<file path="config.mk">
export PLATFORM = sky130hd
export DESIGN_NAME = nfc_reply_frame_parser_unit
export DESIGN_NICKNAME = d
export VERILOG_FILES = /design/src/hw/rtl/nfcp_pkg.sv /design/src/hw/rtl/nfcp_ctrl.sv /design/src/hw/rtl/nfc_reply_frame_parser_unit.sv
export SDC_FILE = /design/constraint.sdc
export NUM_CORES = 1
export LEC_CHECK = 0
export ABC_AREA = 1
export BUFFER_PORTS_ARGS = -buffer_cell sky130_fd_sc_hd__buf_2
export CAP_MARGIN = 5
export CORE_AREA = 3 3 104 86
export CTS_CLUSTER_DIAMETER = 80
export DETAILED_ROUTE_END_ITERATION = 7
export DIE_AREA = 0 0 107 89
export GPL_TIMING_DRIVEN = 0
export HOLD_SLACK_MARGIN = 0.1
export SYNTH_ARGS = -nofsm -noshare
export SYNTH_HDL_FRONTEND = slang
export SYNTH_HIERARCHICAL = 1
export SYNTH_SLANG_ARGS = --single-unit
</file>
<file path="constraint.sdc">
create_clock -name i_clk -period 7.22 [get_ports i_clk]
set_input_delay 0.722 -clock i_clk [delete_from_list [all_inputs] [get_ports i_clk]]
set_output_delay 0.722 -clock i_clk [all_outputs]
set_load 0.005 [all_outputs]
</file>
<file path="src/hw/rtl/nfcp_pkg.sv">
// Types, status codes and frame constants shared by the reply frame parser.
package nfcp_pkg;

    typedef enum logic [3:0] {
        PH_IDLE,
        PH_START,
        PH_LEN,
        PH_LCS,
        PH_TFI,
        PH_PAYLOAD,
        PH_DCS,
        PH_POST,
        PH_ACK,
        PH_DONE
    } t_phase;

    typedef enum logic [2:0] {
        ST_RESP_OK     = 3'd0,
        ST_ACK_OK      = 3'd1,
        ST_NOT_READY   = 3'd2,
        ST_BAD_START   = 3'd3,
        ST_BAD_LCS     = 3'd4,
        ST_BAD_TFI     = 3'd5,
        ST_ACK_MISMATCH = 3'd6,
        ST_EMPTY       = 3'd7
    } t_status;

    localparam logic [7:0] READY_BYTE = 8'h01;
    localparam logic [7:0] TFI_BYTE   = 8'hD5;
    localparam logic [2:0] START_LAST = 3'd2;
    localparam logic [2:0] ACK_LAST   = 3'd5;

    typedef struct packed {
        logic [7:0] rx_byte;
        logic       start_req;
        logic       expect_ack;
        logic [7:0] capacity;
    } t_in;

    typedef struct packed {
        logic [7:0] out_byte;
        logic       is_payload;
        logic [7:0] payload_count;
        logic [2:0] status;
        logic       last;
    } t_out;

    // Start code 00 00 FF, indexed by header position.
    function automatic logic [7:0] start_code(input logic [2:0] idx);
        logic [7:0] v;
        case (idx)
            3'd2:    v = 8'hFF;
            default: v = 8'h00;
        endcase
        return v;
    endfunction

    // Acknowledge tail 00 00 FF 00 FF 00.
    function automatic logic [7:0] ack_tail(input logic [2:0] idx);
        logic [7:0] v;
        case (idx)
            3'd2, 3'd4: v = 8'hFF;
            default:    v = 8'h00;
        endcase
        return v;
    endfunction

endpackage

</file>
<file path="src/hw/rtl/nfcp_ctrl.sv">
// Frame state machine: holds parse state and forms the result of each byte.
module nfcp_ctrl
    import nfcp_pkg::*;
(
    input  logic i_clk,
    input  logic i_rst_n,
    input  logic i_acc,
    input  t_in  i_req,
    output logic o_res_valid,
    output t_out o_res
);

    t_phase     r_phase, n_phase;
    logic [2:0] r_hidx, n_hidx;
    logic [7:0] r_limit, n_limit;
    logic [7:0] r_len, n_len;
    logic [7:0] r_pidx, n_pidx;

    logic [7:0] b;
    logic [7:0] lcs_sum;
    logic [7:0] pidx_inc;

    assign b        = i_req.rx_byte;
    assign lcs_sum  = r_len + b;
    assign pidx_inc = r_pidx + 8'd1;

    // Next state.
    always_comb begin
        n_phase = r_phase;
        n_hidx  = r_hidx;
        n_limit = r_limit;
        n_len   = r_len;
        n_pidx  = r_pidx;
        if (i_acc) begin
            if (i_req.start_req) begin
                n_limit = i_req.capacity;
                n_hidx  = 3'd0;
                n_len   = 8'd0;
                n_pidx  = 8'd0;
                if (b != READY_BYTE) begin
                    n_phase = PH_DONE;
                end else begin
                    n_phase = i_req.expect_ack ? PH_ACK : PH_START;
                end
            end else begin
                case (r_phase)
                    PH_START: begin
                        if (b != start_code(r_hidx)) begin
                            n_phase = PH_DONE;
                        end else if (r_hidx == START_LAST) begin
                            n_hidx  = 3'd0;
                            n_phase = PH_LEN;
                        end else begin
                            n_hidx = r_hidx + 3'd1;
                        end
                    end
                    PH_LEN: begin
                        n_len   = b;
                        n_phase = PH_LCS;
                    end
                    PH_LCS: begin
                        if (lcs_sum != 8'd0 || r_len == 8'd0) begin
                            n_phase = PH_DONE;
                        end else begin
                            n_len   = r_len - 8'd1;
                            n_phase = PH_TFI;
                        end
                    end
                    PH_TFI: begin
                        if (b != TFI_BYTE) begin
                            n_phase = PH_DONE;
                        end else begin
                            n_pidx  = 8'd0;
                            n_phase = (r_len == 8'd0) ? PH_DCS : PH_PAYLOAD;
                        end
                    end
                    PH_PAYLOAD: begin
                        n_pidx = pidx_inc;
                        if (pidx_inc >= r_len) begin
                            n_phase = PH_DCS;
                        end
                    end
                    PH_DCS:  n_phase = PH_POST;
                    PH_POST: n_phase = PH_DONE;
                    PH_ACK: begin
                        if (b != ack_tail(r_hidx)) begin
                            n_phase = PH_DONE;
                        end else if (r_hidx == ACK_LAST) begin
                            n_hidx  = 3'd0;
                            n_phase = PH_DONE;
                        end else begin
                            n_hidx = r_hidx + 3'd1;
                        end
                    end
                    default: n_phase = r_phase;
                endcase
            end
        end
    end

    // Result of the current byte.
    always_comb begin
        o_res_valid         = 1'b0;
        o_res.out_byte      = 8'd0;
        o_res.is_payload    = 1'b0;
        o_res.payload_count = 8'd0;
        o_res.status        = ST_RESP_OK;
        o_res.last          = 1'b1;
        if (i_acc) begin
            if (i_req.start_req) begin
                o_res_valid  = (b != READY_BYTE);
                o_res.status = ST_NOT_READY;
            end else begin
                case (r_phase)
                    PH_START: begin
                        o_res_valid  = (b != start_code(r_hidx));
                        o_res.status = ST_BAD_START;
                    end
                    PH_LCS: begin
                        if (lcs_sum != 8'd0) begin
                            o_res_valid  = 1'b1;
                            o_res.status = ST_BAD_LCS;
                        end else if (r_len == 8'd0) begin
                            o_res_valid  = 1'b1;
                            o_res.status = ST_EMPTY;
                        end
                    end
                    PH_TFI: begin
                        o_res_valid         = (b != TFI_BYTE);
                        o_res.status        = ST_BAD_TFI;
                        o_res.payload_count = r_len;
                    end
                    PH_PAYLOAD: begin
                        o_res_valid      = (r_pidx < r_limit);
                        o_res.out_byte   = b;
                        o_res.is_payload = 1'b1;
                        o_res.last       = 1'b0;
                    end
                    PH_POST: begin
                        o_res_valid         = 1'b1;
                        o_res.payload_count = r_len;
                    end
                    PH_ACK: begin
                        if (b != ack_tail(r_hidx)) begin
                            o_res_valid  = 1'b1;
                            o_res.status = ST_ACK_MISMATCH;
                        end else if (r_hidx == ACK_LAST) begin
                            o_res_valid  = 1'b1;
                            o_res.status = ST_ACK_OK;
                        end
                    end
                    default: o_res_valid = 1'b0;
                endcase
            end
        end
    end

    always_ff @(posedge i_clk) begin
        if (!i_rst_n) begin
            r_phase <= PH_IDLE;
            r_hidx  <= 3'd0;
            r_limit <= 8'd0;
            r_len   <= 8'd0;
            r_pidx  <= 8'd0;
        end else begin
            r_phase <= n_phase;
            r_hidx  <= n_hidx;
            r_limit <= n_limit;
            r_len   <= n_len;
            r_pidx  <= n_pidx;
        end
    end

endmodule

</file>
<file path="src/hw/rtl/nfc_reply_frame_parser_unit.sv">
// Top level of the reader reply frame parser: handshake and result register.
// A result appears on the output in the cycle after its byte is accepted.
// Throughput: one byte per cycle unless the input stalls; the parse state is updated in the same cycle.
// The input stalls only while the result register is full and stalled itself.
// Reset (synchronous, active low) returns the parser to idle with an empty
// result register; bytes without a start request are then ignored.
module nfc_reply_frame_parser_unit
    import nfcp_pkg::*;
(
    input  logic i_clk,
    input  logic i_rst_n,
    input  logic i_in_valid,
    output logic o_in_stall,
    input  t_in  i_in_req,
    output logic o_out_valid,
    input  logic i_out_stall,
    output t_out o_out_res
);

    // The result register holds at most one result. A new request is taken
    // whenever that register is empty or is being drained in this cycle, so
    // bytes flow back to back while the consumer keeps up.
    logic r_out_valid;
    t_out r_out_res;
    logic in_acc;
    logic res_valid;
    t_out res;

    assign o_in_stall = r_out_valid & i_out_stall;
    assign in_acc     = i_in_valid & ~o_in_stall;

    // The frame state machine updates its state on each accepted request and
    // says combinationally whether that byte yields a result.
    nfcp_ctrl u_ctrl (
        .i_clk       (i_clk),
        .i_rst_n     (i_rst_n),
        .i_acc       (in_acc),
        .i_req       (i_in_req),
        .o_res_valid (res_valid),
        .o_res       (res)
    );

    // Load on a request that yields a result; otherwise clear when drained.
    always_ff @(posedge i_clk) begin
        if (!i_rst_n) begin
            r_out_valid <= 1'b0;
        end else if (in_acc) begin
            r_out_valid <= res_valid;
        end else if (!i_out_stall) begin
            r_out_valid <= 1'b0;
        end
    end

    // Payload needs no reset; it is only looked at while valid is high.
    always_ff @(posedge i_clk) begin
        if (in_acc && res_valid) begin
            r_out_res <= res;
        end
    end

    assign o_out_valid = r_out_valid;
    assign o_out_res   = r_out_res;

endmodule
</file>
==> Word level (Yosys, flattened, before mapping) <==
Cells that the tools add are included.
{ "word_totals": {"reg_bits": 53, "out_inout_bits": 23} }
{ "classes": {"n_addsub": 4, "n_lt_le_gt_ge": 2, "n_eq_ne": 23, "muxes": 49, "bitwise": 6, "n_reduce_logical": 18} }
{ "ops": {"columns": ["operator", "count"], "rows": [
  ["$mux W8", 12],
  ["$mux W4", 10],
  ["$pmux W4 S8", 1],
  ["$pmux W8 S2", 2],
  ["$mux W3", 8],
  ["$eq A4 B3 Y1 const B", 4],
  ["$ne A8 B8 Y1", 2],
  ["$ne A3 B3 Y1 const B", 4],
  ["$pmux W3 S4", 1],
  ["$mux W1", 11],
  ["$reduce_bool A3 Y1", 3],
  ["$reduce_bool A9 Y1", 1],
  ["$add A8 B1 Y8 const B", 1],
  ["$add A8 B8 Y8", 1],
  ["$eq A4 B2 Y1 const B", 2],
  ["$ge A8 B8 Y1", 1],
  ["$logic_not A8 Y1", 1],
  ["$lt A8 B8 Y1", 1],
  ["$ne A4 B2 Y1 const B", 2],
  ["$ne A8 B1 Y1 const B", 1],
  ["$ne A8 B8 Y1 const B", 1],
  ["$reduce_bool A8 Y1", 1],
  ["$sub A8 B1 Y8 const B", 1],
  ["$eq A3 B3 Y1 const B", 2],
  ["19 further kinds", 28]
]} }

==> Logic depth before layout (Yosys ltp) <==
Gate-level depths: netlist of the first run.
{ "logic_depth": {"ltp_word": 12, "ltp_mapped": 19, "depth_no_buf": 19} }

==> Cells and area by module <==
Netlist of the first run, hierarchy kept.
{ "by_module_without_submodules": {"columns": ["module", "n_inst", "cells_each", "area_per_inst_um2"], "rows": [
  ["nfcp_ctrl", 1, 474, 2859.0],
  ["nfc_reply_frame_parser_unit", 1, 31, 691.9]
]} }

==> Worst setup path before layout of the first run <==
No wires, ideal clock.
{ "synth_timing": {"path_type": "input to register", "startpoint": "in i_in_req[10] (netlist name)", "endpoint": "reg r_out_res, in the netlist o_out_res[0], enable pin", "setup_ns": 0.396, "t_arrival_ns": 3.011, "required_ns": 6.824, "path_slack_ns": 3.814, "stages": 15, "n_path_buf": 0, "cell_sequence": "ha_1 -> fa_1 -> nand2_1 -> nand2_1 -> nand3_1 -> nand3_1 -> nand2_1 -> nor2_2 -> nand3_2 -> nand2_4 -> nand3_1 -> nand2_1 -> inv_1 -> inv_1 -> nor3_2"} }
{ "synth_between": {"elab_chain_len": 7, "word_cells_on_any_way": 12, "cone_classes": "add/sub: 1; eq/ne: 4; mux: 5; reduce/logical: 2"} }
{ "synth_rtl": {"columns": ["item", "line", "source"], "rows": [
  ["start, declared", "nfc_reply_frame_parser_unit.sv:14", "input t_in i_in_req,"],
  ["$add A8 B8 Y8", "nfcp_ctrl.sv:24", "assign lcs_sum = r_len + b;"],
  ["$reduce_bool A8 Y1", "nfcp_ctrl.sv:120", "if (lcs_sum != 8'd0) begin"],
  ["$mux W1", "nfcp_ctrl.sv:120", null],
  ["$pmux W1 S6", "nfcp_ctrl.sv:114", "case (r_phase)"],
  ["$mux W1 (*)", "nfcp_ctrl.sv:110", "if (i_req.start_req) begin"],
  ["$mux W1 (*)", "nfcp_ctrl.sv:109", "if (i_acc) begin"],
  ["named net res_valid", "nfc_reply_frame_parser_unit.sv:26", "logic res_valid;"],
  ["$logic_and A1 B1 Y1 (*)", "nfc_reply_frame_parser_unit.sv:56", "if (in_acc && res_valid) begin"],
  ["end signal, assigned", "nfc_reply_frame_parser_unit.sv:57", "r_out_res <= res;"],
  ["end, declared", "nfc_reply_frame_parser_unit.sv:24", "t_out r_out_res;"]
]} }
Mark *: on every way through the listed nets, which the timed path passes. The rest lies on a longest branch.
A chain may end at the register's enable or synchronous reset.

==> Worst setup path in the final report of the first run <==
{ "layout_timing": {"startpoint": "in i_in_req[10] (netlist name)", "endpoint": "reg r_out_res, in the netlist o_out_res[15], enable pin"} }
Same word-level chain as after synthesis.

==> impl_metrics.prom, run 1 <==
# TYPE chip_impl_metric gauge
chip_impl_info{name="synthDominantAreaCellType",value="sky130_fd_sc_hd__dfxtp_1"} 1
chip_impl_metric{name="maxSlewHeadroom",unit="%"} 51.8
chip_impl_info{name="timing.critical_path.max_delay_family",value="simple AND/OR/NAND/NOR gates"} 1
chip_impl_info{name="worst_setup_startpoint",value="i_in_req[10]"} 1
chip_impl_metric{name="p_per_area",unit="nW/um^2"} 165
chip_impl_info{name="timing.critical_path.cells",value="buf_2 > ha_1 > fa_1 > nand2_1 > nand2_1 > nand3_1 > nand3_1 > nand2_1 > nor2_2 > nand3_2 > nand2_4 > nand3_1 > nand2_1 > inv_1 > inv_1 > nor3_4 > buf_16"} 1
chip_impl_metric{name="synth_fa_ha_area_share",unit="%"} 9.02
chip_impl_metric{name="flow.area_growth_from_synthesis",unit="%"} 13.5
chip_impl_metric{name="dp_hpwl",unit="um"} 7430
chip_impl_metric{name="area_fraction_in_compound_gates_after_synthesis",unit="%"} 14.4
chip_impl_info{name="crit_path_end_kind",value="register"} 1
chip_impl_metric{name="postSynthCellCount",unit=""} 505
chip_impl_metric{name="drtPass1Iterations",unit=""} 5
chip_impl_metric{name="cts-root-to-sink-buffers",unit=""} 2
chip_impl_metric{name="core_occupancy_in_the_finished_layout",unit="%"} 50.7
chip_impl_metric{name="worst-path-buf-inv",unit=""} 4
chip_impl_metric{name="synth-warning-count",unit=""} 6
chip_impl_info{name="cts_tree",value="done"} 1
chip_impl_info{name="synth_top_family_by_area",value="simple AND/OR/NAND/NOR gates"} 1
chip_impl_metric{name="timing.reg2reg.setup_slack",unit="ns"} 4.27
chip_impl_metric{name="die_h",unit="um"} 89
chip_impl_metric{name="design.die.area",unit="sq um"} 9520
chip_impl_info{name="critical_path.reg2reg.startpoint",value="u_ctrl/r_len[0]$_SDFFE_PN0P_"} 1
chip_impl_info{name="critical_path.slowest_cell",value="sky130_fd_sc_hd__nor3_4"} 1
chip_impl_metric{name="placedCellCount",unit=""} 657
chip_impl_info{name="commonest_cells_after_routing_fill_and_taps_aside",value="sky130_fd_sc_hd__nand2_1, sky130_fd_sc_hd__inv_1, sky130_fd_sc_hd__nor2_1, sky130_fd_sc_hd__a21oi_1"} 1
chip_impl_metric{name="timing.final.hold_violations",unit=""} 0
chip_impl_metric{name="rows",unit=""} 29
chip_impl_metric{name="power_leakage",unit="nW"} 1.89
chip_impl_info{name="timing.critical_path.to",value="o_out_res[15]$_DFFE_PP_"} 1
chip_impl_info{name="criticalPathCategory",value="input port to register"} 1
chip_impl_metric{name="drt_first_iter_violations",unit=""} 210
chip_impl_metric{name="power.ir.vdd_worst",unit="mV"} 0.0846
chip_impl_metric{name="placeableCoreArea",unit="sq um"} 7950
chip_impl_metric{name="largest_net_degree_at_the_start_of_global_routing",unit=""} 19
chip_impl_metric{name="post_synthesis_area_per_instance",unit="sq um"} 7.03
chip_impl_info{name="run_status",value="completed"} 1
chip_impl_info{name="r2r-end",value="o_out_res[15]$_DFFE_PP_"} 1
chip_impl_metric{name="timing.final.crit_period",unit="ns"} 3.10
chip_impl_metric{name="diodes",unit=""} 0
chip_impl_metric{name="fin_total_pwr",unit="mW"} 0.664
chip_impl_metric{name="synth.distinct_cells",unit=""} 36
chip_impl_metric{name="post-route-period-util",unit="%"} 43.0
chip_impl_metric{name="boundaryPins",unit=""} 45
chip_impl_metric{name="post_drt_wl_per_cell",unit="um"} 13.7
chip_impl_metric{name="dpl_worst_slack",unit="ns"} 3.80
chip_impl_metric{name="postCtsSetupRepairBufs",unit=""} 0
chip_impl_metric{name="share_of_cell_area_taken_by_muxes_after_synthesis",unit="%"} 0
chip_impl_metric{name="floorplan.initialDensity",unit="%"} 44.7
chip_impl_metric{name="cts_bufs_inserted",unit=""} 5
chip_impl_metric{name="max_stage_delay",unit="ns"} 0.41
chip_impl_metric{name="via_count",unit=""} 3373
chip_impl_metric{name="number_of_antenna_violations_at_the_first_check_in_global_routing",unit=""} 0
chip_impl_metric{name="synth_simple_gate_area_share",unit="%"} 28.6
chip_impl_metric{name="ff2ff_path_depth",unit=""} 16
chip_impl_metric{name="final-max-slew-violation-count",unit=""} 0
chip_impl_metric{name="max_cap_violations",unit=""} 0
chip_impl_metric{name="crit_required",unit="ns"} 7.24
chip_impl_metric{name="placement.io_buffers",unit=""} 43
chip_impl_metric{name="synthDominantCellAreaShare",unit="%"} 18.0
chip_impl_metric{name="post-route-drc-count",unit=""} 0
chip_impl_metric{name="layout_filler_cell_count",unit=""} 819
chip_impl_metric{name="timing.critical_path.fanout_max",unit=""} 18
chip_impl_info{name="worst_hold_path_type",value="register to register"} 1
chip_impl_metric{name="gpl.final_weighted_congestion",unit=""} 0.896
chip_impl_metric{name="maxClockFrequency",unit="GHz"} 0.322
chip_impl_metric{name="synth.ff_latch_count",unit=""} 53
chip_impl_metric{name="worst-path-stages",unit=""} 17
chip_impl_metric{name="synth_area_in_xor_xnor",unit="%"} 2.47
chip_impl_metric{name="cts_sinks",unit=""} 53
chip_impl_metric{name="cts_htree_levels",unit=""} 2
chip_impl_metric{name="dieWidth",unit="um"} 107
chip_impl_metric{name="drtAntennaViolNets",unit=""} 0
chip_impl_info{name="cp_common_cell",value="sky130_fd_sc_hd__nand2_1"} 1
chip_impl_metric{name="synthesis.area",unit="sq um"} 3550
chip_impl_metric{name="yosysSeqAreaShare",unit="%"} 35.8
chip_impl_metric{name="drive_above_1_share",unit="%"} 11.3
chip_impl_metric{name="fin_clk_skew",unit="ns"} 0.0103
chip_impl_metric{name="tightestPinTransition",unit="ns"} 0.718
chip_impl_metric{name="layout.cells.non_filler",unit=""} 665
chip_impl_metric{name="post-route-worst-setup-slack",unit="ns"} 4.12
chip_impl_metric{name="worst_setup_hold_path_clk_slew",unit="ns"} 0.10
chip_impl_metric{name="setup-violations-final",unit=""} 0
chip_impl_info{name="synth_area_leaders",value="sky130_fd_sc_hd__dfxtp_1, sky130_fd_sc_hd__edfxtp_1, sky130_fd_sc_hd__nand2_1"} 1
chip_impl_metric{name="via_count_of_the_first_global_routing_pass",unit=""} 3056
chip_impl_metric{name="final.setup.tns",unit="ns"} 0
chip_impl_metric{name="global_route_wire_length_before_repair",unit="um"} 15100
chip_impl_metric{name="wl",unit="um"} 9140
chip_impl_metric{name="mappedNetlistNets",unit=""} 552
chip_impl_metric{name="cts_resized",unit=""} 0
chip_impl_metric{name="cts_hold_repair.buffers",unit=""} 0
chip_impl_metric{name="clk-insertion-delay-late",unit="ns"} 0.31
chip_impl_metric{name="fin_nets",unit=""} 603
chip_impl_metric{name="worst_ep_arrival_time",unit="ns"} 3.13
chip_impl_metric{name="globalRouteOverflowTotal",unit=""} 0
chip_impl_info{name="unrepaired_setup_endpoints_after_global_routing",value="false"} 1
chip_impl_metric{name="routed_via_density",unit=""} 5.07
chip_impl_info{name="worst_setup_path_start_kind",value="input port"} 1
chip_impl_info{name="clock_tree.root_cell",value="sky130_fd_sc_hd__clkbuf_8"} 1
chip_impl_metric{name="grt_util_all_layers",unit="%"} 20.0
chip_impl_info{name="layout.cells.most_common",value="sky130_fd_sc_hd__nand2_1"} 1
[cell usage after synthesis, drive strengths merged]
library cell,count
a211oi,4
a21boi,3
a21oi,46
a31oi,4
buf,3
clkbuf,8
clkinv,1
dfxtp,32
edfxtp,21
fa,1
ha,24
inv,77
nand2,99
nand3,46
nand4,9
nor2,64
nor3,13
nor3b,1
o2111ai,1
o211ai,2
o21a,3
o21ai,27
o21bai,2
o41ai,1
or2,3
xnor2,1
xor2,9
[state kept, by name, indices dropped and copies added, names as in the netlist]
| register | count |
|---|---|
| u_ctrl/r_pidx | 8 |
| u_ctrl/r_len | 8 |
| u_ctrl/r_phase | 4 |
| o_out_valid | 1 |
| u_ctrl/r_limit | 8 |
| u_ctrl/r_hidx | 3 |
| o_out_res | 21 |
[worst reg2reg max path, delay by kind of cell, from the launching register on]
family,cells,cell delay (ns)
fa+ha+maj,2,0.65
flops,1,0.38
buf+inv,3,0.34
simple gates,11,1.28
[final cells by class]
class / count / area (sq um) / area share, %
flip-flops and latches: 53 / 1270 / 31.6
inverters: 78 / 293 / 7.27
repair buffers: 44 / 243 / 6.02
well taps: 108 / 135 / 3.35
clock buffers: 5 / 68.8 / 1.71
plain buffers: 11 / 51.3 / 1.27
clock inverters: 3 / 25.0 / 0.621
multi-input cells: 363 / 1940 / 48.2
[power by group]
part | total, mW | internal [mW] | switching, mW
sequential | 0.335 | 0.326 | 0.00902
combinational | 0.150 | 0.0520 | 0.0976
clock | 0.179 | 0.0711 | 0.108
total | 0.664 | 0.450 | 0.214
[per-stage QoR]
stage	hold WS (ns)	instance area, sq um
2_1_floorplan	0.435	3550
5_1_grt	0.490	4030
3_3_place_gp	0.448	3900
3_5_place_dp	0.455	3940
6_report	0.471	4030
4_1_cts	0.473	4030
[layer usage]
metal / vias up / global-route usage, % / share of wire, %
met3: 8 / 2.96 / 4.9
met1: 1507 / 30.7 / 53
met4: 0 / 4.18 / 0.90
met5: - / 0 / 0
li1: 1768 / - / -
met2: 90 / 29.7 / 41
[logic make-up (layout without fill, tap and decap cells)]
| group | Yosys count | in the layout |
|---|---|---|
| AOI/OAI and AO/OA | 93 | 93 |
| xor gates and xnor gates | 10 | 10 |
| adders and majority gates | 25 | 25 |
| buffers and inverters | 89 | 141 |
| DFF | 53 | 53 |
| and+or+nand+nor | 235 | 235 |
[how the worst min path moves through the flow]
| stage | from | cells past startpoint | slack, ns | end |
|---|---|---|---|---|
| final | u_ctrl/r_limit[1]$_SDFFE_PN0P_ | 2 | 0.47 | u_ctrl/r_limit[1]$_SDFFE_PN0P_ |
| after global routing | u_ctrl/r_limit[4]$_SDFFE_PN0P_ | 2 | 0.49 | u_ctrl/r_limit[4]$_SDFFE_PN0P_ |
| after CTS | u_ctrl/r_limit[4]$_SDFFE_PN0P_ | 2 | 0.47 | u_ctrl/r_limit[4]$_SDFFE_PN0P_ |
| after detailed placement | u_ctrl/r_limit[1]$_SDFFE_PN0P_ | 2 | 0.46 | u_ctrl/r_limit[1]$_SDFFE_PN0P_ |
| after global placement | u_ctrl/r_limit[1]$_SDFFE_PN0P_ | 2 | 0.45 | u_ctrl/r_limit[1]$_SDFFE_PN0P_ |
| after floorplan | u_ctrl/r_limit[1]$_SDFFE_PN0P_ | 2 | 0.44 | u_ctrl/r_limit[1]$_SDFFE_PN0P_ |
No activity file was read; power rests on OpenSTA's default activity.
==> run 2: changes to the inputs <==
PLACE_DENSITY = 0.66   (was unset)
clock period = 2.65 ns   (was 7.22 ns; I/O delays follow)
==> impl_metrics.prom, run 2 (synthesis gave the netlist of run 1 again) <==
# TYPE chip_impl_metric gauge
chip_impl_info{name="run_status",value="completed"} 1
chip_impl_metric{name="drtPass1Iterations",unit=""} 6
chip_impl_metric{name="post-route-drc-count",unit=""} 0
chip_impl_metric{name="die_h",unit="um"} 89
chip_impl_info{name="timing.critical_path.cells",value="ha_4 > fa_2 > or2_1 > nor2_2 > nand2_1 > nor2_1 > nand2_1 > nor2_2 > nand3_2 > nand2_4 > nand3_2 > nand2_2 > inv_2 > clkinv_4 > nor3_4 > buf_12"} 1
chip_impl_metric{name="power_leakage",unit="nW"} 1.92
chip_impl_metric{name="dieWidth",unit="um"} 107
chip_impl_metric{name="ff2ff_path_depth",unit=""} 16
chip_impl_metric{name="crit_required",unit="ns"} 2.73
chip_impl_info{name="r2r-end",value="o_out_res[15]$_DFFE_PP_"} 1
chip_impl_metric{name="final-max-slew-violation-count",unit=""} 0
chip_impl_metric{name="cts_htree_levels",unit=""} 2
chip_impl_metric{name="power.ir.vdd_worst",unit="mV"} 0.215
chip_impl_info{name="worst_setup_path_start_kind",value="register"} 1
chip_impl_info{name="layout.cells.most_common",value="sky130_fd_sc_hd__nand2_1"} 1
chip_impl_metric{name="max_cap_violations",unit=""} 0
chip_impl_info{name="worst_setup_startpoint",value="u_ctrl/r_len[0]$_SDFFE_PN0P_"} 1
chip_impl_metric{name="cts_hold_repair.buffers",unit=""} 0
chip_impl_metric{name="setup-violations-final",unit=""} 0
chip_impl_metric{name="wl",unit="um"} 9660
chip_impl_metric{name="tightestPinTransition",unit="ns"} 0.674
chip_impl_metric{name="rows",unit=""} 29
chip_impl_metric{name="placement.io_buffers",unit=""} 43
chip_impl_metric{name="dpl_worst_slack",unit="ns"} -0.504
chip_impl_info{name="critical_path.reg2reg.startpoint",value="u_ctrl/r_len[0]$_SDFFE_PN0P_"} 1
chip_impl_metric{name="placedCellCount",unit=""} 656
chip_impl_info{name="worst_hold_path_type",value="input port to register"} 1
chip_impl_metric{name="timing.hold.ws",unit="ns"} 0.166
chip_impl_metric{name="core_occupancy_in_the_finished_layout",unit="%"} 52.1
chip_impl_metric{name="timing.critical_path.fanout_max",unit=""} 10
chip_impl_metric{name="fin_total_pwr",unit="mW"} 1.82
chip_impl_metric{name="cts_sinks",unit=""} 53
chip_impl_metric{name="number_of_antenna_violations_at_the_first_check_in_global_routing",unit=""} 0
chip_impl_info{name="timing.hold.worst.start",value="i_rst_n"} 1
chip_impl_metric{name="fin_nets",unit=""} 608
chip_impl_metric{name="post_drt_wl_per_cell",unit="um"} 14.4
chip_impl_metric{name="placement.cell_area",unit="sq um"} 3930
chip_impl_metric{name="via_count_of_the_first_global_routing_pass",unit=""} 3087
chip_impl_metric{name="drt_first_iter_violations",unit=""} 308
chip_impl_metric{name="layout.cells.non_filler",unit=""} 670
chip_impl_metric{name="fin_clk_skew",unit="ns"} 0.00908
chip_impl_metric{name="worstHoldPathCells",unit=""} 3
chip_impl_metric{name="largest_net_degree_at_the_start_of_global_routing",unit=""} 18
chip_impl_metric{name="post-route-worst-setup-slack",unit="ns"} 0.108
chip_impl_metric{name="p_per_area",unit="nW/um^2"} 439
chip_impl_info{name="timing.critical_path.to",value="o_out_res[15]$_DFFE_PP_"} 1
chip_impl_metric{name="maxClockFrequency",unit="GHz"} 0.393
chip_impl_metric{name="gpl.final_weighted_congestion",unit=""} 0.907
chip_impl_info{name="crit_path_end_kind",value="register"} 1
chip_impl_metric{name="diodes",unit=""} 0
chip_impl_metric{name="timing.reg2reg.setup_slack",unit="ns"} 0.11
chip_impl_metric{name="timing.final.crit_period",unit="ns"} 2.54
chip_impl_metric{name="via_count",unit=""} 3537
chip_impl_metric{name="worst_setup_hold_path_clk_slew",unit="ns"} 0.10
chip_impl_metric{name="post-route-period-util",unit="%"} 95.9
chip_impl_info{name="cts_tree",value="done"} 1
chip_impl_metric{name="drive_above_1_share",unit="%"} 15.3
chip_impl_info{name="critical_path.slowest_cell",value="sky130_fd_sc_hd__fa_2"} 1
chip_impl_metric{name="worst_ep_arrival_time",unit="ns"} 2.63
chip_impl_metric{name="global_route_wire_length_before_repair",unit="um"} 15200
chip_impl_metric{name="routed_via_density",unit=""} 5.28
chip_impl_info{name="unrepaired_setup_endpoints_after_global_routing",value="true"} 1
chip_impl_metric{name="globalRouteOverflowTotal",unit=""} 0
chip_impl_metric{name="placeableCoreArea",unit="sq um"} 7950
chip_impl_metric{name="design.die.area",unit="sq um"} 9520
chip_impl_info{name="criticalPathCategory",value="register to register"} 1
chip_impl_info{name="clock_tree.root_cell",value="sky130_fd_sc_hd__clkbuf_8"} 1
chip_impl_metric{name="drtAntennaViolNets",unit=""} 0
chip_impl_metric{name="floorplan.initialDensity",unit="%"} 44.7
chip_impl_info{name="commonest_cells_after_routing_fill_and_taps_aside",value="sky130_fd_sc_hd__nand2_1, sky130_fd_sc_hd__inv_1, sky130_fd_sc_hd__nor2_1, sky130_fd_sc_hd__a21oi_1, sky130_fd_sc_hd__buf_2"} 1
chip_impl_metric{name="maxSlewHeadroom",unit="%"} 54.8
chip_impl_metric{name="grt_util_all_layers",unit="%"} 20.5
chip_impl_metric{name="dp_hpwl",unit="um"} 7260
chip_impl_metric{name="cts_bufs_inserted",unit=""} 5
chip_impl_metric{name="final.setup.tns",unit="ns"} 0
chip_impl_metric{name="clk-insertion-delay-late",unit="ns"} 0.31
chip_impl_metric{name="cts-root-to-sink-buffers",unit=""} 2
chip_impl_metric{name="largest_register_ff_count",unit=""} 21
chip_impl_metric{name="post-route-cell-area",unit="sq um"} 4140
chip_impl_metric{name="timing.final.hold_violations",unit=""} 0
chip_impl_metric{name="flow.area_growth_from_synthesis",unit="%"} 16.6
chip_impl_metric{name="boundaryPins",unit=""} 45
chip_impl_metric{name="max_stage_delay",unit="ns"} 0.41
## run 2: cell count changes in the layout (fill, tap and decap cells not counted), sizes merged
cell,before,now
buf,47,51
nor3,13,14
inv,79,77
clkinv,1,3
## run 2: critical path: cells and delay by family (launching register included)
kind	cells	cell delay (ns)
fa+ha+maj	2	0.55
flops	1	0.38
buf+inv	3	0.27
simple gates	11	1.10
## run 2: area by class of cell
class                      instances  area [sq um]
multi-input combinational        364          2010
timing repair buffer              48           278
clock buffer                       5          68.8
tap                              108           135
sequential                        53          1280
clock inverter                     3          21.3
fill                             778          3810
buffer                            11          51.3
inverter                          78           298
## run 2: how the worst min path moves through the flow
stage	endpoint	slack (ns)
floorplan	o_out_valid$_SDFFE_PN0P_	0.36
global placement	u_ctrl/r_limit[6]$_SDFFE_PN0P_	0.45
detailed placement	u_ctrl/r_limit[6]$_SDFFE_PN0P_	0.46
CTS	o_out_valid$_SDFFE_PN0P_	0.16
global route	o_out_valid$_SDFFE_PN0P_	0.17
finish	o_out_valid$_SDFFE_PN0P_	0.17
## run 2: routing by layer
| layer | global-route usage [%] | vias up | share of wire (%) |
|---|---|---|---|
| li1 | - | 1788 | - |
| met1 | 30.2 | 1581 | 49 |
| met2 | 30.6 | 158 | 41 |
| met3 | 4.40 | 10 | 8.9 |
| met4 | 5.34 | 0 | 0.96 |
| met5 | 0 | - | 0 |
## run 2: repair_timing
item                                    in CTS  in global routing
buffers inserted                             4                  3
endpoints found under the hold margin        0                  0
pin swaps                                    2                  7
gates cloned                                 1                  0
endpoints found under the setup margin      21                 33
gates resized for setup                      2                 15
## run 2: power breakdown
| group | internal, mW | total (mW) | switching (mW) | leakage, nW |
|---|---|---|---|---|
| clock network | 0.188 | 0.475 | 0.287 | 0.0445 |
| logic | 0.150 | 0.432 | 0.282 | 1.41 |
| registers | 0.887 | 0.911 | 0.0240 | 0.460 |
==> run 3: changes to the inputs <==
--- a/config.mk
+++ b/config.mk
@@ -9,10 +9,8 @@
 export BUFFER_PORTS_ARGS = -buffer_cell sky130_fd_sc_hd__buf_2
-export CAP_MARGIN = 5
-export CORE_AREA = 3 3 104 86
+export CORE_AREA = 3 3 110 91
 export CTS_CLUSTER_DIAMETER = 80
 export DETAILED_ROUTE_END_ITERATION = 7
-export DIE_AREA = 0 0 107 89
+export DIE_AREA = 0 0 113 94
 export GPL_TIMING_DRIVEN = 0
 export HOLD_SLACK_MARGIN = 0.1
-export PLACE_DENSITY = 0.66
 export SYNTH_ARGS = -nofsm -noshare
--- a/constraint.sdc
+++ b/constraint.sdc
@@ -3,2 +3,2 @@
 set_output_delay 0.265 -clock i_clk [all_outputs]
-set_load 0.005 [all_outputs]
+set_load 0.1 [all_outputs]
==> impl_metrics.prom, run 3 (synthesis gave the netlist of run 1 again) <==
# TYPE chip_impl_metric gauge
chip_impl_metric{name="global_route_wire_length_before_repair",unit="um"} 15800
chip_impl_metric{name="drive_above_1_share",unit="%"} 16.5
chip_impl_metric{name="timing.final.hold_violations",unit=""} 0
chip_impl_metric{name="largest_net_degree_at_the_start_of_global_routing",unit=""} 18
chip_impl_metric{name="cts_htree_levels",unit=""} 2
chip_impl_metric{name="power_leakage",unit="nW"} 1.94
chip_impl_metric{name="drtPass1Iterations",unit=""} 5
chip_impl_metric{name="setup-violations-final",unit=""} 0
chip_impl_info{name="worst_setup_path_start_kind",value="register"} 1
chip_impl_metric{name="core_occupancy_in_the_finished_layout",unit="%"} 47.1
chip_impl_metric{name="timing.hold.ws",unit="ns"} 0.173
chip_impl_info{name="r2r-end",value="o_out_res[13]$_DFFE_PP_"} 1
chip_impl_metric{name="layout_filler_cell_count",unit=""} 895
chip_impl_metric{name="cts-root-to-sink-buffers",unit=""} 2
chip_impl_metric{name="worst_ep_arrival_time",unit="ns"} 2.63
chip_impl_metric{name="max_cap_violations",unit=""} 0
chip_impl_metric{name="worstHoldPathCells",unit=""} 3
chip_impl_metric{name="floorplan.initialDensity",unit="%"} 39.5
chip_impl_metric{name="gpl.final_weighted_congestion",unit=""} 0.977
chip_impl_metric{name="routed_via_density",unit=""} 5.22
chip_impl_metric{name="clk-insertion-delay-late",unit="ns"} 0.30
chip_impl_info{name="criticalPathCategory",value="register to register"} 1
chip_impl_metric{name="timing.reg2reg.setup_slack",unit="ns"} 0.08
chip_impl_metric{name="drtAntennaViolNets",unit=""} 0
chip_impl_metric{name="post_drt_wl_per_cell",unit="um"} 14.4
chip_impl_metric{name="wl",unit="um"} 9800
chip_impl_metric{name="cts_hold_repair.buffers",unit=""} 0
chip_impl_metric{name="power.ir.vdd_worst",unit="mV"} 0.262
chip_impl_metric{name="die_h",unit="um"} 94
chip_impl_info{name="critical_path.slowest_cell",value="sky130_fd_sc_hd__fa_2"} 1
chip_impl_info{name="commonest_cells_after_routing_fill_and_taps_aside",value="sky130_fd_sc_hd__nand2_1, sky130_fd_sc_hd__inv_1, sky130_fd_sc_hd__nor2_1, sky130_fd_sc_hd__buf_2"} 1
chip_impl_metric{name="diodes",unit=""} 0
chip_impl_metric{name="globalRouteOverflowTotal",unit=""} 0
chip_impl_info{name="timing.critical_path.cells",value="ha_4 > fa_2 > or2_1 > nor2_1 > nand2_1 > nor2_1 > nand2_1 > nor2_2 > nand3_2 > nand2_4 > nand3_2 > nand2_2 > inv_2 > inv_4 > nor3_4 > buf_12"} 1
chip_impl_metric{name="maxSlewHeadroom",unit="%"} 58.1
chip_impl_info{name="worstHoldEndpoint",value="o_out_valid$_SDFFE_PN0P_"} 1
chip_impl_metric{name="via_count",unit=""} 3546
chip_impl_metric{name="placeableCoreArea",unit="sq um"} 9000
chip_impl_info{name="crit_path_end_kind",value="register"} 1
chip_impl_metric{name="final-max-slew-violation-count",unit=""} 0
chip_impl_info{name="clock_tree.root_cell",value="sky130_fd_sc_hd__clkbuf_16"} 1
chip_impl_metric{name="p_per_area",unit="nW/um^2"} 504
chip_impl_metric{name="largest_register_ff_count",unit=""} 21
chip_impl_metric{name="ff2ff_path_depth",unit=""} 16
chip_impl_metric{name="via_count_of_the_first_global_routing_pass",unit=""} 3162
chip_impl_metric{name="dieWidth",unit="um"} 113
chip_impl_metric{name="fin_total_pwr",unit="mW"} 2.14
chip_impl_info{name="timing.critical_path.max_delay_family",value="simple AND/OR/NAND/NOR gates"} 1
chip_impl_metric{name="cts_bufs_inserted",unit=""} 5
chip_impl_info{name="critical_path.reg2reg.startpoint",value="u_ctrl/r_len[0]$_SDFFE_PN0P_"} 1
chip_impl_metric{name="timing.critical_path.fanout_max",unit=""} 11
chip_impl_metric{name="post-route-drc-count",unit=""} 0
chip_impl_metric{name="post-route-period-util",unit="%"} 96.9
chip_impl_info{name="run_status",value="completed"} 1
chip_impl_metric{name="dp_hpwl",unit="um"} 7440
chip_impl_metric{name="drt_first_iter_violations",unit=""} 260
chip_impl_metric{name="boundaryPins",unit=""} 45
chip_impl_info{name="cts_tree",value="done"} 1
chip_impl_info{name="unrepaired_setup_endpoints_after_global_routing",value="true"} 1
chip_impl_metric{name="design.die.area",unit="sq um"} 10600
chip_impl_metric{name="fin_clk_skew",unit="ns"} 0.00748
chip_impl_metric{name="placement.io_buffers",unit=""} 43
chip_impl_metric{name="maxClockFrequency",unit="GHz"} 0.389
chip_impl_metric{name="grt_util_all_layers",unit="%"} 18.5
chip_impl_metric{name="fin_nets",unit=""} 610
chip_impl_metric{name="number_of_antenna_violations_at_the_first_check_in_global_routing",unit=""} 0
chip_impl_info{name="worst_hold_path_type",value="input port to register"} 1
chip_impl_metric{name="cts_sinks",unit=""} 53
chip_impl_metric{name="worst-path-buf-inv",unit=""} 3
chip_impl_info{name="timing.hold.worst.start",value="i_rst_n"} 1
chip_impl_metric{name="timing.final.crit_period",unit="ns"} 2.57
chip_impl_metric{name="rows",unit=""} 31
chip_impl_info{name="layout.cells.most_common",value="sky130_fd_sc_hd__nand2_1"} 1
chip_impl_metric{name="crit_required",unit="ns"} 2.71
chip_impl_metric{name="max_stage_delay",unit="ns"} 0.42
chip_impl_metric{name="tightestPinTransition",unit="ns"} 0.624
chip_impl_metric{name="worst_setup_hold_path_clk_slew",unit="ns"} 0.07
chip_impl_metric{name="flow.area_growth_from_synthesis",unit="%"} 19.2
## run 3: cell types whose count changed in the layout (fill, tap and decap cells not counted), moves of 2 or more
cell and delta:
sky130_fd_sc_hd__clkbuf_8 -5, sky130_fd_sc_hd__a21oi_1 -3, sky130_fd_sc_hd__a21oi_2 +3, sky130_fd_sc_hd__buf_6 +2
sky130_fd_sc_hd__clkbuf_16 +5
## run 3: repair_timing
item | CTS | global route
gates resized for setup | 2 | 18
buffers inserted | 5 | 3
pin swaps | 2 | 8
endpoints found under the hold margin | 0 | 0
gates cloned | 1 | 0
endpoints found under the setup margin | 21 | 32
## run 3: power breakdown
group	switching [mW]	internal [mW]
combinational	0.412	0.152
sequential	0.0248	0.887
clock	0.307	0.352
## run 3: worst max path at each step
stage | from | end | slack, ns | cells after the start
6_report | u_ctrl/r_len[0]$_SDFFE_PN0P_ | o_out_res[13]$_DFFE_PP_ | 0.08 | 16
2_1_floorplan | u_ctrl/r_len[0]$_SDFFE_PN0P_ | o_out_res[0]$_DFFE_PP_ | 0.01 | 15
3_5_place_dp | i_in_req[10] | o_out_res[15]$_DFFE_PP_ | -0.56 | 16
4_1_cts | u_ctrl/r_len[1]$_SDFFE_PN0P_ | o_out_res[8]$_DFFE_PP_ | 0.01 | 15
3_3_place_gp | i_in_req[10] | o_out_res[12]$_DFFE_PP_ | -0.52 | 16
5_1_grt | u_ctrl/r_len[0]$_SDFFE_PN0P_ | o_out_res[7]$_DFFE_PP_ | -0.05 | 16
## run 3: metrics by stage
step / setup WS, ns / TNS [ns] / instance area [sq um] / cells
3_3_place_gp: -0.520 / -10.89 / 3960 / 663
2_1_floorplan: 0.0112 / 0 / 3600 / 505
6_report: 0.0815 / 0 / 4230 / 679
4_1_cts: 0.0122 / 0 / 4170 / 677
3_5_place_dp: -0.557 / -11.65 / 3960 / 663
5_1_grt: -0.0475 / -0.909 / 4230 / 679
## run 3: area by class of cell
type | count | area [sq um] | share of cell area (%)
multi-input combinational | 364 | 2020 | 47.7
buffer | 11 | 51.3 | 1.21
inverter | 78 | 299 | 7.06
clock buffer | 5 | 125 | 2.96
sequential | 53 | 1290 | 30.4
tap | 115 | 144 | 3.40
clock inverter | 3 | 21.3 | 0.502
timing repair buffer | 50 | 288 | 6.80
## run 3: per-layer routing
metal	vias up	track usage, %	part of all wire, %
li1	1790	-	-
met1	1625	27.5	48
met2	123	28.0	43
met3	8	3.09	7.3
met4	0	4.10	0.87
met5	-	0	0
## run 3: tightest hold or removal path: cells and delay by family
family,cells,cell delay (ns)
simple gates,1,0.05
buf+inv,2,0.13
